### src/lvrf_pkg.sv
// Package for the layer velocity ramp fill block: widths, register map and
// saturation helper. No dependencies.
`timescale 1ns / 1ps

package lvrf_pkg;

  localparam int DATA_W = 32;
  localparam int ADDR_W = 5;

  // Register map, word index taken from paddr[4:2]
  localparam logic [2:0] REG_DEPTH_ORIGIN  = 3'd0;
  localparam logic [2:0] REG_DEPTH_STEP    = 3'd1;
  localparam logic [2:0] REG_NULL_DEPTH    = 3'd2;
  localparam logic [2:0] REG_SAMPLES       = 3'd3;
  localparam logic [2:0] REG_HAS_BOTTOM    = 3'd4;
  localparam logic [2:0] REG_INIT_MINIMUM  = 3'd5;
  localparam logic [2:0] REG_INIT_MAXIMUM  = 3'd6;

  // Divider: 35-bit dividend magnitude, 33-bit divisor, one quotient bit a cycle
  localparam int DIV_NUM_W = 35;
  localparam int DIV_DEN_W = 33;
  localparam int DIV_STEPS = DIV_NUM_W;
  // Multiplier: 32 x 32 magnitudes, one partial product a cycle
  localparam int MUL_STEPS = 32;
  localparam int CNT_W     = 6;

  localparam logic signed [31:0] SAT_MAX = 32'sh7fff_ffff;
  localparam logic signed [31:0] SAT_MIN = 32'sh8000_0000;

  function automatic logic signed [31:0] sat_to_32(input logic signed [63:0] v);
    logic hi_same;
    hi_same = (v[63:31] == {33{1'b0}}) || (v[63:31] == {33{1'b1}});
    if (hi_same) begin
      return v[31:0];
    end else if (v[63]) begin
      return SAT_MIN;
    end else begin
      return SAT_MAX;
    end
  endfunction

endpackage

### src/layer_velocity_ramp_fill_top.sv
// Layer velocity ramp fill: per-column layer indexing, ramp gradient and fill.
// Depends on lvrf_pkg; one shared 64-bit adder serves divide, multiply and ramp.
`timescale 1ns / 1ps

// A trace's first sample runs up to three restoring divisions (top index, bottom
// index, gradient) and a shift-add multiply on the shared adder; later samples
// of a trace go straight to the finish state. A new sample is taken only once
// the current one has been written to the output register.
// Reset (synchronous): registers to defaults, sample index and layer state
// cleared, tracked minimum and maximum set to the initial registers' reset values.
module layer_velocity_ramp_fill_top
  import lvrf_pkg::*;
(
  input  logic                     clk,
  input  logic                     rst,
  // input channel
  input  logic                     in_valid,
  output logic                     in_stall,
  input  logic signed [31:0]       sample_value,
  input  logic signed [31:0]       top_depth,
  input  logic signed [31:0]       bottom_depth,
  input  logic signed [31:0]       top_velocity,
  input  logic signed [31:0]       bottom_velocity,
  // output channel
  output logic                     out_valid,
  input  logic                     out_stall,
  output logic signed [31:0]       result_value,
  output logic                     trace_end,
  output logic signed [31:0]       running_minimum,
  output logic signed [31:0]       running_maximum,
  // configuration
  input  logic                     psel,
  input  logic                     penable,
  input  logic                     pwrite,
  input  logic [ADDR_W-1:0]        paddr,
  input  logic [31:0]              pwdata,
  output logic [31:0]              prdata,
  output logic                     pready
);

  typedef enum logic [3:0] {
    S_IDLE, S_TOP, S_BOT, S_GRAD, S_DIV, S_DIV_DONE, S_MSET, S_MUL, S_ACC, S_FINISH
  } state_t;

  typedef enum logic [1:0] {TAG_TOP, TAG_BOT, TAG_GRAD} div_tag_t;

  state_t state;

  // configuration registers
  logic signed [31:0] depth_origin;
  logic [30:0]        depth_step;
  logic signed [31:0] null_depth;
  logic [15:0]        samples_per_trace;
  logic               has_bottom;
  logic signed [31:0] initial_minimum;
  logic signed [31:0] initial_maximum;

  // column and trace state
  logic [15:0]        sample_index;
  logic signed [31:0] top_index;
  logic signed [31:0] bottom_index;
  logic signed [31:0] ramp_gradient;
  logic signed [63:0] ramp_acc;
  logic signed [31:0] minimum_seen;
  logic signed [31:0] maximum_seen;

  // latched input item
  logic signed [31:0] smp;
  logic signed [31:0] top_d;
  logic signed [31:0] bot_d;
  logic signed [31:0] top_v;
  logic signed [31:0] bot_v;

  // divider and multiplier registers
  logic [DIV_NUM_W-1:0] div_q;
  logic [DIV_DEN_W-1:0] div_rem;
  logic [DIV_DEN_W-1:0] div_den;
  logic                 div_neg;
  div_tag_t             div_tag;
  logic [CNT_W-1:0]     step_cnt;
  logic [63:0]          mul_prod;
  logic [63:0]          mul_mcand;
  logic [31:0]          mul_mplier;
  logic                 mul_neg;

  // shared adder
  logic [63:0] alu_a;
  logic [63:0] alu_b;
  logic        alu_sub;
  logic [63:0] alu_sum;

  logic                 cfg_write;
  logic [2:0]           cfg_idx;
  logic [16:0]          trace_len;
  logic [30:0]          step_eff;
  logic signed [31:0]   idx_depth;
  logic signed [32:0]   depth_diff;
  logic signed [34:0]   idx_num;
  logic [DIV_NUM_W-1:0] idx_mag;
  logic [DIV_DEN_W-1:0] idx_den;
  logic signed [32:0]   span;
  logic signed [32:0]   vel_diff;
  logic [DIV_NUM_W-1:0] vel_mag;
  logic [DIV_DEN_W:0]   rem_shift;
  logic signed [35:0]   quot_signed;
  logic signed [31:0]   quot_sat;
  logic [31:0]          top_mag;
  logic [31:0]          grad_mag;
  logic signed [32:0]   idx_cmp;
  logic                 in_span;
  logic signed [31:0]   value;
  logic                 last;
  logic                 out_free;
  logic                 in_xfer;

  assign pready    = 1'b1;
  assign cfg_write = psel && penable && pwrite;
  assign cfg_idx   = paddr[4:2];
  assign in_stall  = (state != S_IDLE);
  assign in_xfer   = in_valid && !in_stall;
  assign out_free  = !out_valid || !out_stall;

  assign trace_len = (samples_per_trace == 16'd0) ? 17'h1_0000 : {1'b0, samples_per_trace};
  assign step_eff  = (depth_step == 31'd0) ? 31'd1 : depth_step;

  // index = (2*(depth - origin) + step) / (2*step)
  assign idx_depth  = (state == S_BOT) ? bot_d : top_d;
  assign depth_diff = {idx_depth[31], idx_depth} - {depth_origin[31], depth_origin};
  assign idx_num    = {depth_diff[32], depth_diff, 1'b0} + {4'b0, step_eff};
  assign idx_mag    = idx_num[34] ? DIV_NUM_W'(-idx_num) : DIV_NUM_W'(idx_num);
  assign idx_den    = {1'b0, step_eff, 1'b0};

  assign span     = {bottom_index[31], bottom_index} - {top_index[31], top_index};
  assign vel_diff = {bot_v[31], bot_v} - {top_v[31], top_v};
  assign vel_mag  = vel_diff[32] ? {2'b0, 33'(-vel_diff)} : {2'b0, 33'(vel_diff)};

  assign rem_shift   = {div_rem, div_q[DIV_NUM_W-1]};
  assign quot_signed = div_neg ? -$signed({1'b0, div_q}) : $signed({1'b0, div_q});
  assign quot_sat    = sat_to_32(64'(quot_signed));

  assign top_mag  = top_index[31] ? 32'(-top_index) : 32'(top_index);
  assign grad_mag = ramp_gradient[31] ? 32'(-ramp_gradient) : 32'(ramp_gradient);

  assign idx_cmp = $signed({17'b0, sample_index});
  assign in_span = (idx_cmp >= $signed({top_index[31], top_index}))
                && (idx_cmp <  $signed({bottom_index[31], bottom_index}));
  assign value   = in_span ? sat_to_32(ramp_acc) : smp;
  assign last    = ({1'b0, sample_index} >= (trace_len - 17'd1));

  always_comb begin
    alu_a   = ramp_acc;
    alu_b   = 64'(ramp_gradient);
    alu_sub = 1'b0;
    case (state)
      S_DIV: begin
        alu_a   = {{(64-DIV_DEN_W-1){1'b0}}, rem_shift};
        alu_b   = {{(64-DIV_DEN_W){1'b0}}, div_den};
        alu_sub = 1'b1;
      end
      S_MUL: begin
        alu_a = mul_prod;
        alu_b = mul_mplier[0] ? mul_mcand : 64'd0;
      end
      S_ACC: begin
        // ramp at index 0: top_velocity - top_index * gradient
        alu_a   = 64'(top_v);
        alu_b   = mul_prod;
        alu_sub = !mul_neg;
      end
      default: begin
        alu_a   = ramp_acc;
        alu_b   = 64'(ramp_gradient);
        alu_sub = 1'b0;
      end
    endcase
  end

  assign alu_sum = alu_a + (alu_sub ? ~alu_b : alu_b) + {63'b0, alu_sub};

  always_comb begin
    case (cfg_idx)
      REG_DEPTH_ORIGIN: prdata = depth_origin;
      REG_DEPTH_STEP:   prdata = {1'b0, depth_step};
      REG_NULL_DEPTH:   prdata = null_depth;
      REG_SAMPLES:      prdata = {16'b0, samples_per_trace};
      REG_HAS_BOTTOM:   prdata = {31'b0, has_bottom};
      REG_INIT_MINIMUM: prdata = initial_minimum;
      REG_INIT_MAXIMUM: prdata = initial_maximum;
      default:          prdata = 32'd0;
    endcase
  end

  always_ff @(posedge clk) begin
    if (rst) begin
      state             <= S_IDLE;
      depth_origin      <= 32'sd0;
      depth_step        <= 31'd65536;
      null_depth        <= SAT_MAX;
      samples_per_trace <= 16'd1024;
      has_bottom        <= 1'b0;
      initial_minimum   <= SAT_MAX;
      initial_maximum   <= SAT_MIN;
      sample_index      <= 16'd0;
      top_index         <= 32'sd0;
      bottom_index      <= 32'sd0;
      ramp_gradient     <= 32'sd0;
      ramp_acc          <= 64'sd0;
      minimum_seen      <= SAT_MAX;
      maximum_seen      <= SAT_MIN;
      out_valid         <= 1'b0;
    end else begin
      // the finish state reloads the output register itself
      if (out_valid && !out_stall && state != S_FINISH) begin
        out_valid <= 1'b0;
      end

      case (state)
        S_IDLE: begin
          if (in_xfer) begin
            smp   <= sample_value;
            top_d <= top_depth;
            bot_d <= bottom_depth;
            top_v <= top_velocity;
            bot_v <= bottom_velocity;
            state <= (sample_index == 16'd0) ? S_TOP : S_FINISH;
          end
        end
        S_TOP: begin
          if (top_d == null_depth) begin
            top_index <= 32'(trace_len);
            state     <= S_BOT;
          end else begin
            div_q    <= idx_mag;
            div_rem  <= '0;
            div_den  <= idx_den;
            div_neg  <= idx_num[34];
            div_tag  <= TAG_TOP;
            step_cnt <= '0;
            state    <= S_DIV;
          end
        end
        S_BOT: begin
          if (!has_bottom) begin
            bottom_index <= 32'(trace_len);
            state        <= S_GRAD;
          end else if (bot_d == null_depth) begin
            bottom_index <= 32'sd0;
            state        <= S_GRAD;
          end else begin
            div_q    <= idx_mag;
            div_rem  <= '0;
            div_den  <= idx_den;
            div_neg  <= idx_num[34];
            div_tag  <= TAG_BOT;
            step_cnt <= '0;
            state    <= S_DIV;
          end
        end
        S_GRAD: begin
          if (span > 33'sd0) begin
            div_q    <= vel_mag;
            div_rem  <= '0;
            div_den  <= DIV_DEN_W'(span);
            div_neg  <= vel_diff[32];
            div_tag  <= TAG_GRAD;
            step_cnt <= '0;
            state    <= S_DIV;
          end else begin
            ramp_gradient <= 32'sd0;
            state         <= S_MSET;
          end
        end
        S_DIV: begin
          // restoring step: keep the difference when it does not go negative
          if (!alu_sum[63]) begin
            div_rem <= alu_sum[DIV_DEN_W-1:0];
          end else begin
            div_rem <= rem_shift[DIV_DEN_W-1:0];
          end
          div_q    <= {div_q[DIV_NUM_W-2:0], !alu_sum[63]};
          step_cnt <= step_cnt + CNT_W'(1);
          if (step_cnt == CNT_W'(DIV_STEPS - 1)) begin
            state <= S_DIV_DONE;
          end
        end
        S_DIV_DONE: begin
          case (div_tag)
            TAG_TOP: begin
              top_index <= quot_sat;
              state     <= S_BOT;
            end
            TAG_BOT: begin
              bottom_index <= quot_sat;
              state        <= S_GRAD;
            end
            default: begin
              ramp_gradient <= quot_sat;
              state         <= S_MSET;
            end
          endcase
        end
        S_MSET: begin
          mul_prod   <= 64'd0;
          mul_mcand  <= {32'd0, top_mag};
          mul_mplier <= grad_mag;
          mul_neg    <= top_index[31] ^ ramp_gradient[31];
          step_cnt   <= '0;
          state      <= S_MUL;
        end
        S_MUL: begin
          mul_prod   <= alu_sum;
          mul_mcand  <= {mul_mcand[62:0], 1'b0};
          mul_mplier <= {1'b0, mul_mplier[31:1]};
          step_cnt   <= step_cnt + CNT_W'(1);
          if (step_cnt == CNT_W'(MUL_STEPS - 1)) begin
            state <= S_ACC;
          end
        end
        S_ACC: begin
          ramp_acc <= alu_sum;
          state    <= S_FINISH;
        end
        S_FINISH: begin
          // hold until the output register is free
          if (out_free) begin
            out_valid       <= 1'b1;
            result_value    <= value;
            trace_end       <= last;
            running_minimum <= (value < minimum_seen) ? value : minimum_seen;
            running_maximum <= (value > maximum_seen) ? value : maximum_seen;
            if (value < minimum_seen) begin
              minimum_seen <= value;
            end
            if (value > maximum_seen) begin
              maximum_seen <= value;
            end
            ramp_acc     <= alu_sum;
            sample_index <= last ? 16'd0 : sample_index + 16'd1;
            state        <= S_IDLE;
          end
        end
        default: begin
          state <= S_IDLE;
        end
      endcase

      if (cfg_write) begin
        case (cfg_idx)
          REG_DEPTH_ORIGIN: depth_origin      <= pwdata;
          REG_DEPTH_STEP:   depth_step        <= pwdata[30:0];
          REG_NULL_DEPTH:   null_depth        <= pwdata;
          REG_SAMPLES:      samples_per_trace <= pwdata[15:0];
          REG_HAS_BOTTOM:   has_bottom        <= pwdata[0];
          REG_INIT_MINIMUM: begin
            initial_minimum <= pwdata;
            minimum_seen    <= pwdata;
          end
          REG_INIT_MAXIMUM: begin
            initial_maximum <= pwdata;
            maximum_seen    <= pwdata;
          end
          default: begin
          end
        endcase
      end
    end
  end

endmodule

### config.mk
export PLATFORM = sky130hd
export DESIGN_NAME = layer_velocity_ramp_fill_top
export DESIGN_NICKNAME = d
export VERILOG_FILES = /design/src/lvrf_pkg.sv /design/src/layer_velocity_ramp_fill_top.sv
export SDC_FILE = /design/constraint.sdc
export NUM_CORES = 2
export LEC_CHECK = 0
export ABC_AREA = 1
export BUFFER_PORTS_ARGS = -buffer_cell sky130_fd_sc_hd__buf_4
export CELL_PAD_IN_SITES_DETAIL_PLACEMENT = 0
export CELL_PAD_IN_SITES_GLOBAL_PLACEMENT = 1
export CORE_MARGIN = 10
export CORE_UTILIZATION = 46
export DETAILED_ROUTE_END_ITERATION = 10
export PLACE_DENSITY = 0.79
export SLEW_MARGIN = 40
export SYNTH_ARGS = -nofsm -noshare
export SYNTH_HDL_FRONTEND = slang
export SYNTH_SLANG_ARGS = --single-unit
### constraint.sdc
create_clock -name clk -period 38.6 [get_ports clk]
set_input_delay 7.72 -clock clk [delete_from_list [all_inputs] [get_ports clk]]
set_output_delay 7.72 -clock clk [all_outputs]
set_load 0.03 [all_outputs]
# Word level (Yosys, flattened, before mapping)
# Index checks and enable logic that the tools add are counted.
# classes
n_addsub	14
n_lt_le_gt_ge	6
eq_ne	37
mux	90
bitwise	3
n_reduce_logical	53
# op_table
op	n
2-to-1 mux 32 bit	25
one-hot mux 64 bit (2 select lines)	3
one-hot mux 64 bit (3 select lines)	2
2-to-1 mux 33 bit	10
one-hot mux 32 bit (2 select lines)	4
one-hot mux 32 bit (7 select lines)	1
2-to-1 mux 64 bit	3
2-to-1 mux 35 bit	5
one-hot mux 35 bit (4 select lines)	1
one-hot mux 33 bit (4 select lines)	1
one-hot mux 33 bit (3 select lines)	1
subtractor 32 x 32 -> 33 bit	3
== test 33 bit (second input constant)	2
zero test 33 bit	2
adder 64 x 1 -> 64 bit	1
adder 64 bit	1
== test 32 bit	2
negation 32 bit	2
inverter 64 bit	1
one-hot mux 4 bit (10 select lines)	1
2-to-1 mux 36 bit	1
negation 35 -> 36 bit	1
adder 34 x 32 -> 35 bit	1
negation 35 bit	1
other kinds (55)	128
# word_totals
register_bits	949
in_bits	204
output_inout_bits	132
elab_cells	238

# Longest topological paths before layout
# logic_depth
ltp_word	10
depth_mapped	45
mapped_depth_nobuf	44

# Worst setup path after synthesis
# No wires, ideal clock.
# synth_path
path_kind	input to register
from	input port rst
to	register mul_mcand[0], enable pin
setup_time_ps	875
arrival_ps	19027
t_required_ps	37725
path_slack_ps	18697
cell_stages	3
path_buffers	2
cell_sequence	clkbuf_1 clkbuf_1 nor3_1
# synth_between
elab_chain_len	2
# synth_lines
item	line	text
start, declared	layer_velocity_ramp_fill_top.sv:15	input logic rst,
inverter 1 bit (no source line)	-	
AND reduction 2 bit (no source line)	-	
end signal, assigned	layer_velocity_ramp_fill_top.sv:304	mul_mcand <= {32'd0, top_mag};
end signal, assigned	layer_velocity_ramp_fill_top.sv:312	mul_mcand <= {mul_mcand[62:0], 1'b0};
end, declared	layer_velocity_ramp_fill_top.sv:82	logic [63:0] mul_mcand;
# No other way between the ends.
# A chain may end at the register's enable or synchronous reset.

# Final worst setup path
# layout_path
from	input port paddr[2]
to	output port prdata[8]
# layout_between
elab_chain_len	2
elab_cells_between_ends	8
cone_classes	6 x eq/ne; 1 x mux; 1 x reduce/logical
# layout_lines
item	line	text
start, declared	layer_velocity_ramp_fill_top.sv:35	input logic [ADDR_W-1:0] paddr,
== test 3 bit, or another cell as far along	layer_velocity_ramp_fill_top.sv:181	case (cfg_idx)
one-hot mux 32 bit (7 select lines) (*)	layer_velocity_ramp_fill_top.sv:181	
end, declared	layer_velocity_ramp_fill_top.sv:37	output logic [31:0] prdata,
# Every way passes the cells marked *; elsewhere a longest branch is shown, timed or not.

==> results by group <==
Clock network
  • Clk_lat worst skew: 760 ps
  • Clock Root Buffer: clkbuf_16
  • CTS resizes: 0
  • Postcts setup bufs: 0
  • Number of CTS-inserted buffers: 104
  • Clock buffer depth: 3
  • Clk slew on worst S/H paths: ~60 ps
  • H-tree Lvls: 3
  • Clock sinks: around 950
  • CTS tree: yes
  • Hold buffers post-CTS: 0

Route
  • DRC viols: 0
  • Wirelength, routed: between 200000 and 250000 um
  • Routed wire length per instance: about 24 um
  • DR vias: between 50000 and 60000
  • Drt pass-1 iters: 6
  • Routed Antenna Nets: 0
  • Vias per cell: between 5 and 6
  • Initial DRC count: between 5000 and 6000

Synth
  • Syn Nets: 8199
  • Sequential-to-total area share from yosys stat: 0.408
  • Mean Syn Cell Area: 7.76 sq um
  • Yosys reg bits: about 950
  • Asr flop ratio synth: 0
  • EDFF count, synth: roughly 530
  • Ranking of synthesized cells by area: edfxtp_1 27%, dfxtp_1 14%, nand2_1 10%
  • Mapped Cells: about 7700
  • Synthesized cell area: between 50000 and 60000 sq um
  • Synth Warn #: 0
  • Dominant cell type by area after synthesis: edfxtp_1
  • Post-synth cell types: 75
  • Synth Flop Type: edfxtp_1
  • Yosys top cell area share: 0.266

Critical path
  • R2r startpoint: state[2]
  • FF-to-FF path depth: 34
  • Critical Path AT: roughly 10000 ps
  • CP required: between 30000 and 40000 ps
  • CP startpoint: paddr[2]
  • R2R Setup Slk: 31080 ps
  • CP Max Fanout: 14
  • Reg-to-Reg End: div_q[22]
  • Crit Path Category: input pin to primary output
  • Worst Setup End Kind: primary output
  • Critical path launch point type: input pin
  • Crit path capture: prdata[8]

Floorplanning
  • Chip width: 380 um
  • Std-Cell Rows: between 100 and 150
  • Die Area: about 140000 sq um
  • Initial Util: 0.465
  • Die height: approximately 380 um
  • Placeable Area: about 130000 sq um
  • # IOs: ~340

Timing
  • Max Clock Freq: approximately 57 MHz
  • Worst Max-Slew Pin Slew: around 930 ps
  • Final min period: between 15000 and 20000 ps
  • Finish-stage setup viols: 0
  • Clock Skew: about 32 ps
  • Unrepaired setup endpoints after global routing: no
  • Ratio of final minimum period to clock period: 0.459
  • Fin. Hold Viols: 0
  • Max-slew violation count: 0
  • Final Hold Slack: 461 ps
  • Relative slew slack: 0.376
  • Setup_tns: 0 ps

Final layout
  • Area of the multi-input gates: slightly above 30000 sq um
  • Core Util, Final: 0.526
  • Area growth syn-to-layout: 13.1%
  • Most common cell after layout, fill and taps aside: nand2_1
  • Most frequent cells in the layout: 1590 x nand2_1, 937 x inv_1, 657 x nor2_1
  • Layout cell share with drive strength beyond 1: 0.0956
  • Fillers: 12468
  • # nets final: 8388
  • Register area: about 24000 sq um

Outcome
  • Status: finished clean

Job
  • Max cap viols: 0

GRT
  • Grt ovf: 0
  • Overall routing resource usage: 0.307
  • Initial antenna violation count: 18
  • Pin count of the biggest net entering global routing: between 150 and 200
  • Number of global-route vias before repair: between 50000 and 60000
  • First-pass GRT wire length: ~340000 um

Power and ir drop
  • VDD IR max: ~0.12 mV
  • P per Cell Area: 94.2 nW/um^2
  • Leak: ~29 nW

Place
  • Port Buffers: 332
  • DP HPWL: around 180000 um
  • Final Wtd Congestion: slightly below 1

Hold path
  • HP Start: initial_minimum[19]
  • HP Class: register to register
-- kinds of logic after synthesis --
| group | count (synthesis) | share of synthesized area |
|---|---|---|
| AOI/OAI and AO/OA | 1892 | 0.187 |
| xor gates and xnor gates | 377 | 0.0558 |
| adders and majority gates | 317 | 0.0672 |
| buffers and inverters | 1303 | 0.0837 |
| DFF | 949 | 0.408 |
| muxes | 1 | 0.000168 |
| other | 1 | 0.0000630 |
| and+or+nand+nor | 2838 | 0.198 |
-- cells in the mapped netlist, types with 59 or more instances --
| master | n |
|---|---|
| o21ai_0 | 635 |
| inv_1 | 942 |
| xnor2_1 | 130 |
| o21ai_1 | 72 |
| o211ai_1 | 119 |
| xor2_1 | 244 |
| o221ai_1 | 67 |
| nor3_1 | 106 |
| nand2_1 | 1591 |
| o2111ai_1 | 59 |
| nand3_1 | 264 |
| edfxtp_1 | 528 |
| dfxtp_1 | 421 |
| clkbuf_1 | 271 |
| a21oi_1 | 636 |
| nand4_1 | 76 |
| nor2_1 | 665 |
| ha_1 | 312 |
-- metal layers --
metal  global-route usage  part of all wire  up-vias
met3               0.0489             0.069      424
met1                0.399              0.42    26055
met4                0.141             0.053       10
met2                0.497              0.46     2071
li1                     -                 -    26453
met5                    0           0.00028        -
-- power by group --
part | switching (W) | internal [W]
clock network | 0.000452 | 0.000593
registers | 0.000107 | 0.00133
logic | 0.00269 | 0.00117
-- critical path: stages --
cell and delay [ps]:
buf_4 110, inv_1 80, nor3_2 640, buf_4 330
inv_1 310, o2111ai_1 530, buf_4 250
-- area by class of cell --
class                           instances  share of cell area
Multi-Input combinational cell       5426               0.452
Sequential cell                       949               0.360
Inverter                              962              0.0538
Timing Repair Buffer                  424              0.0492
Clock buffer                          148              0.0446
Tap cell                             1729              0.0321
Clock inverter                         48             0.00793
Antenna cell                            5            0.000186
-- per-stage QoR --
stage	power, W	instance area (sq um)	setup slack (ps)	cells
floorplan	0.00396	59600	18700	7678
global placement	0.00523	63600	21030	9485
detailed placement	0.00524	63800	21060	9488
CTS	0.00631	67300	21050	9684
global route	0.00682	67400	20880	9687
finish	0.00635	67400	20900	9691
-- registers in the layout, indices dropped and copies added (netlist names), 33 cells and up --
register   count
mul_mcand     64
ramp_acc      64
div_rem       33
mul_prod      64
div_q         35
div_den       33
-- how the worst min path moves through the flow --
stage          slack, ps  cells past startpoint                   to
2_1_floorplan        430                      2  initial_minimum[10]
3_3_place_gp         450                      2  initial_minimum[25]
3_5_place_dp         450                      2  initial_minimum[29]
4_1_cts              460                      2  initial_minimum[19]
5_1_grt              480                      2  initial_maximum[31]
6_report             460                      2  initial_minimum[19]
No activity file was read; power rests on OpenSTA's default activity.
